## src/rtl/tflm_pkg.sv

```systemverilog
// ----------------------------------------------------------------------------
// tflm_pkg: shared types and constants of the trilinear field-map lookup
// Widths, default grid sizes, register indexes and request opcodes.
// ----------------------------------------------------------------------------
package tflm_pkg;

  // default grid shape and fraction width
  localparam int unsigned DEF_PHI_NODES = 32;
  localparam int unsigned DEF_RHO_NODES = 32;
  localparam int unsigned DEF_Z_NODES   = 64;
  localparam int unsigned DEF_FRAC_BITS = 16;

  // field and datapath widths
  localparam int unsigned COORD_W   = 32;
  localparam int unsigned NCOMP     = 3;
  localparam int unsigned ADDR_W    = 16;
  localparam int unsigned MEM_DEPTH = 1 << ADDR_W;
  localparam int unsigned PROD_W    = 64;
  localparam int unsigned PROD_FRAC = 40;
  localparam int unsigned CFG_IDX_W = 3;

  // 1.0 in unsigned q8.24
  localparam logic [COORD_W-1:0] INV_STEP_ONE = 32'h0100_0000;

  // one node: three components, component a at index 0
  typedef logic [NCOMP-1:0][COORD_W-1:0] vec_t;

  // request opcodes
  localparam logic OP_WRITE = 1'b0;
  localparam logic OP_QUERY = 1'b1;

  // configuration register indexes
  typedef enum logic [CFG_IDX_W-1:0] {
    REG_PHI_ORIGIN   = 3'd0,
    REG_PHI_INV_STEP = 3'd1,
    REG_RHO_ORIGIN   = 3'd2,
    REG_RHO_INV_STEP = 3'd3,
    REG_Z_ORIGIN     = 3'd4,
    REG_Z_INV_STEP   = 3'd5
  } cfg_reg_t;

endpackage

```

## src/rtl/tflm_blend.sv

```systemverilog
// ----------------------------------------------------------------------------
// tflm_blend: shared three-lane linear blend unit
// res = round(a + (b - a) * t), t in unsigned 1.FRAC_BITS, ties rounded up.
// Three-stage pipeline: difference, product, add and round.
// ----------------------------------------------------------------------------
module tflm_blend #(
  parameter int unsigned FRAC_BITS = tflm_pkg::DEF_FRAC_BITS
) (
  input  logic                 clk,
  input  logic                 rst,
  input  logic                 start,
  input  tflm_pkg::vec_t       a,
  input  tflm_pkg::vec_t       b,
  input  logic [FRAC_BITS:0]   t,
  output logic                 done,
  output tflm_pkg::vec_t       res
);

  localparam int unsigned TW = FRAC_BITS + 1;
  localparam int unsigned DW = tflm_pkg::COORD_W + 1;
  localparam int unsigned PW = DW + TW + 1;
  localparam int unsigned SW = PW + 1;

  logic [2:0] vld;
  logic [tflm_pkg::NCOMP-1:0][DW-1:0] diff;
  logic [tflm_pkg::NCOMP-1:0][PW-1:0] prod;
  logic signed [SW-1:0] sum [tflm_pkg::NCOMP];
  tflm_pkg::vec_t a1;
  tflm_pkg::vec_t a2;
  logic [TW-1:0] t1;

  // stage valid chain
  always_ff @(posedge clk) begin
    if (rst) begin
      vld <= '0;
    end else begin
      vld <= {vld[1:0], start};
    end
  end

  assign done = vld[2];

  // rounded sum per lane
  always_comb begin
    for (int i = 0; i < tflm_pkg::NCOMP; i++) begin
      sum[i] = (SW'(signed'(a2[i])) <<< FRAC_BITS) + SW'(signed'(prod[i]))
             + (SW'(1) <<< (FRAC_BITS - 1));
    end
  end

  // datapath stages
  always_ff @(posedge clk) begin
    t1 <= t;
    a1 <= a;
    a2 <= a1;
    for (int i = 0; i < tflm_pkg::NCOMP; i++) begin
      diff[i] <= {b[i][tflm_pkg::COORD_W-1], b[i]} - {a[i][tflm_pkg::COORD_W-1], a[i]};
      prod[i] <= PW'($signed(diff[i]) * $signed({1'b0, t1}));
      res[i]  <= sum[i][FRAC_BITS +: tflm_pkg::COORD_W];
    end
  end

endmodule

```

## config.mk

```make
export PLATFORM = sky130hd
export DESIGN_NAME = tflm_blend
export DESIGN_NICKNAME = d
export VERILOG_FILES = /design/src/rtl/tflm_pkg.sv /design/src/rtl/tflm_blend.sv
export SDC_FILE = /design/constraint.sdc
export NUM_CORES = 2
export LEC_CHECK = 0
export BUFFER_PORTS_ARGS = -buffer_cell sky130_fd_sc_hd__clkbuf_2
export CELL_PAD_IN_SITES_DETAIL_PLACEMENT = 1
export CELL_PAD_IN_SITES_GLOBAL_PLACEMENT = 1
export CORE_ASPECT_RATIO = 0.8
export CORE_UTILIZATION = 36
export CTS_CLUSTER_SIZE = 8
export DETAILED_ROUTE_END_ITERATION = 8
export PLACE_DENSITY_LB_ADDON = 0.1
export SKIP_CTS_REPAIR_TIMING = 1
export SLEW_MARGIN = 10
export SYNTH_ARGS = -nofsm -noshare
export SYNTH_HDL_FRONTEND = slang
export SYNTH_SLANG_ARGS = --single-unit
```

## constraint.sdc

```tcl
create_clock -name clk -period 7.6 [get_ports clk]
set_input_delay 1.52 -clock clk [delete_from_list [all_inputs] [get_ports clk]]
set_output_delay 1.52 -clock clk [all_outputs]
set_load 0.01 [all_outputs]
```

==> impl_metrics.csv <==
group,metric,value,unit
hold_path,whs_endpoint,"a2[2]$_DFF_P_",
finish,final_common_cell,"inv_1",
logic_synthesis,syn_area,74400,µm²
clock_tree,clock-sinks,506,
floorplanning,fp.dieH,409,µm
hold_path,hp-class,"flop to flop",
critical_path,end_kind,"flop",
critical_path,reg2reg_to,"prod[149]$_DFF_P_",
route,via_per_inst,4.72,
clock_tree,cts_tree,"yes",
route,drt_first_pass_iters,7,
placement,dpl_worst_slack,0.254,ns
timing,setup_tns,0,ns
clock_tree,root_buffer,"clkbuf_16",
timing,min_period,7.15,ns
global_routing,track_usage,21.5,%
timing,fin_crit_sh,94.1,%
flow_run,cap_viol_max_count,0,
critical_path,worst_path_max_delay_cell,"dfxtp_4",
logic_synthesis,yosysUniqueCellTypes,70,
logic_synthesis,synthCells,8019,
timing,hold_viol,0,
placement,gp_congestion,0.823,
logic_synthesis,yosysWarnings,0,
route,drt_iter0_drc,2269,
route,num_vias,52249,
finish,final_nets,10618,
route,drt_wl_total,215000,µm
floorplanning,fp-row-count,148,
logic_synthesis,synth_nets,10298,
critical_path,criticalPathCategory,"flop to flop",
route,drtAntennaViolNets,0,
timing,slew_headroom,17.8,%
timing,setup_violations,0,
logic_synthesis,synth-edff-count,0,
finish,drive_gt1_share,8.01,%
critical_path,cpPeakStageDelay,0.63,ns
floorplanning,die_w,510,µm
timing,tightest_slew,1.20,ns
hold_path,min_delay_path_depth,0,
clock_tree,clk_latency,0.74,ns
placement,dpl.hpwl,176000,µm
clock_tree,clock_path_buffers,3,
route,wl_per_cell,19.4,µm
timing,skew,0.0317,ns
placement,port-buffer-count,308,
clock_tree,htree_num_levels,3,
timing,layout_setup_ws,0.448,ns
hold_path,hold_start,"a1[2]$_DFF_P_",
timing,fmax,140,MHz
logic_synthesis,synth_ff_type,"dfxtp_1",
critical_path,arrival,7.81,ns
clock_tree,numCtsBuffers,77,
critical_path,crit_fanout,24,
floorplanning,die_area,209000,µm²
logic_synthesis,seq_area_frac_synth,13.6,%
global_routing,globalRoute.totalOverflow,0,
critical_path,crit_chain,"buf_12, nand2_1, fa_1, inv_1, fa_1, inv_1, fa_1, inv_1, fa_1, fa_1, fa_1, ha_1, a21oi_1, o21ai_0, o221a_2, a211oi_1, buf_4, or4b_4, o31a_1, a31oi_4, nor4_1, nor3_2, xnor2_1",
critical_path,worstSetupStartpointType,"flop",
critical_path,r2r-start,"t1[9]$_DFF_P_",
logic_synthesis,avgSynthCellArea,9.28,µm²
run_status,outcome,"complete, no violations",
critical_path,cp.buffers_inverters,5,
critical_path,r2r_setup_slack,0.45,ns
critical_path,reg2reg_depth,23,
timing,drv_slew,0,
route,drc_errors,0,
timing,rsz0062_at_grt,"false",
finish,area_growth,10.7,%
logic_synthesis,synthArstFlopShare,0,%
floorplanning,initial_utilization,36.4,%
critical_path,cp_top_family,"adder cells",
logic_synthesis,synth_seq_cells,506,
global_routing,grt_pass1_vias,59793,
clock_tree,clkTransAtPathRegs,0.07,ns
critical_path,required,8.26,ns
floorplanning,pin_count,309,
finish,final_cell_mix,"inv_1, fa_1, and2_1",
global_routing,antenna_found_initial,3,
global_routing,grt_max_degree,97,
critical_path,crit_top_cell,"fa_1",
floorplanning,core,204000,µm²
global_routing,grt_pass1_wl,346000,µm
[cells by family (layout without fill, tap and decap cells)]
logic type / count (synthesis) / in the layout / share of synthesized area, %
flops: 506 / 506 / 13.6
simple gates: 2188 / 2188 / 15.0
buf+inv: 2280 / 2621 / 11.5
other cells: 0 / 3 / 0
compound gates: 683 / 683 / 6.06
fa+ha+maj: 2067 / 2067 / 50.4
xor+xnor: 295 / 295 / 3.47
[metal layers]
| layer | track usage, % | vias up | routed length [µm] |
|---|---|---|---|
| li1 | - | 24170 | - |
| met1 | 31.4 | 27201 | 106000 |
| met2 | 34.4 | 704 | 97900 |
| met3 | 2.64 | 174 | 7970 |
| met4 | 3.73 | 0 | 3380 |
| met5 | 0 | - | 0 |
[sequential cells by signal (all words and copies together) (netlist names)]
signal	count
t1	17
a2	96
a1	96
diff	99
prod	99
res	96
vld	3
[worst register-to-register path, stage by stage (launching register included)]
cell      delay, ns
dfxtp_4        0.63
buf_12         0.29
nand2_1        0.11
fa_1           0.56
inv_1          0.05
fa_1           0.50
inv_1          0.06
fa_1           0.54
inv_1          0.05
fa_1           0.46
fa_1           0.40
fa_1           0.48
ha_1           0.38
a21oi_1        0.09
o21ai_0        0.36
o221a_2        0.31
a211oi_1       0.05
buf_4          0.17
or4b_4         0.57
o31a_1         0.36
a31oi_4        0.22
nor4_1         0.08
nor3_2         0.21
xnor2_1        0.14
[how the worst max path moves through the flow]
stage | start | to | slack, ns | cells after the start
after floorplan | t1[3]$_DFF_P_ | prod[149]$_DFF_P_ | 1.10 | 24
after global placement | t1[6]$_DFF_P_ | prod[95]$_DFF_P_ | 0.26 | 25
after detailed placement | t1[6]$_DFF_P_ | prod[95]$_DFF_P_ | 0.25 | 25
after CTS | t1[6]$_DFF_P_ | prod[95]$_DFF_P_ | 0.18 | 25
after global routing | diff[38]$_DFF_P_ | prod[98]$_DFF_P_ | 0.02 | 24
final | t1[9]$_DFF_P_ | prod[149]$_DFF_P_ | 0.45 | 23
[Yosys cell counts (all sizes together) (11+ instances only)]
cell	number	area share (%)
nor2	170	0.86
o211ai	14	0.15
o21bai	21	0.22
a2111oi	12	0.17
nand2	812	4.1
inv	1993	10
o21a	55	0.55
a31oi	20	0.19
nor2b	55	0.46
a21oi	189	1.3
nand2b	38	0.32
and2	953	8.0
fa	1548	42
ha	519	8.7
o21ai	138	0.93
dfxtp	506	14
nor4	11	0.10
xor2	70	0.82
nand3	41	0.28
xnor2	225	2.6
and3	30	0.25
o31a	11	0.13
nor3	42	0.29
a211oi	28	0.30
clkbuf	287	1.4
a21o	117	1.2
nand4	18	0.15
[layout make-up]
class	instances	area, µm²
Multi-Input combinational cell	5233	55700
Clock inverter	12	166
Sequential cell	506	10200
Tap cell	2700	3380
Antenna cell	3	7.51
Fill cell	23486	122000
Timing Repair Buffer	528	3450
Clock buffer	88	2020
Inverter	1993	7480
[metrics by stage]
| stage | instance area [µm²] | cells | hold slack [ns] | utilization, % |
|---|---|---|---|---|
| 6_report | 82400 | 11063 | 0.312 | 40.3 |
| 5_1_grt | 82400 | 11060 | 0.327 | 40.3 |
| 4_1_cts | 82400 | 11060 | 0.308 | 40.3 |
| 3_5_place_dp | 80200 | 10960 | 0.313 | 39.2 |
| 3_3_place_gp | 80200 | 10960 | 0.310 | 39.2 |
| 2_1_floorplan | 74400 | 8019 | 0.310 | - |
Power is not shown: default switching activity piles up to over one toggle a cycle in this logic, so the estimate is an artifact.
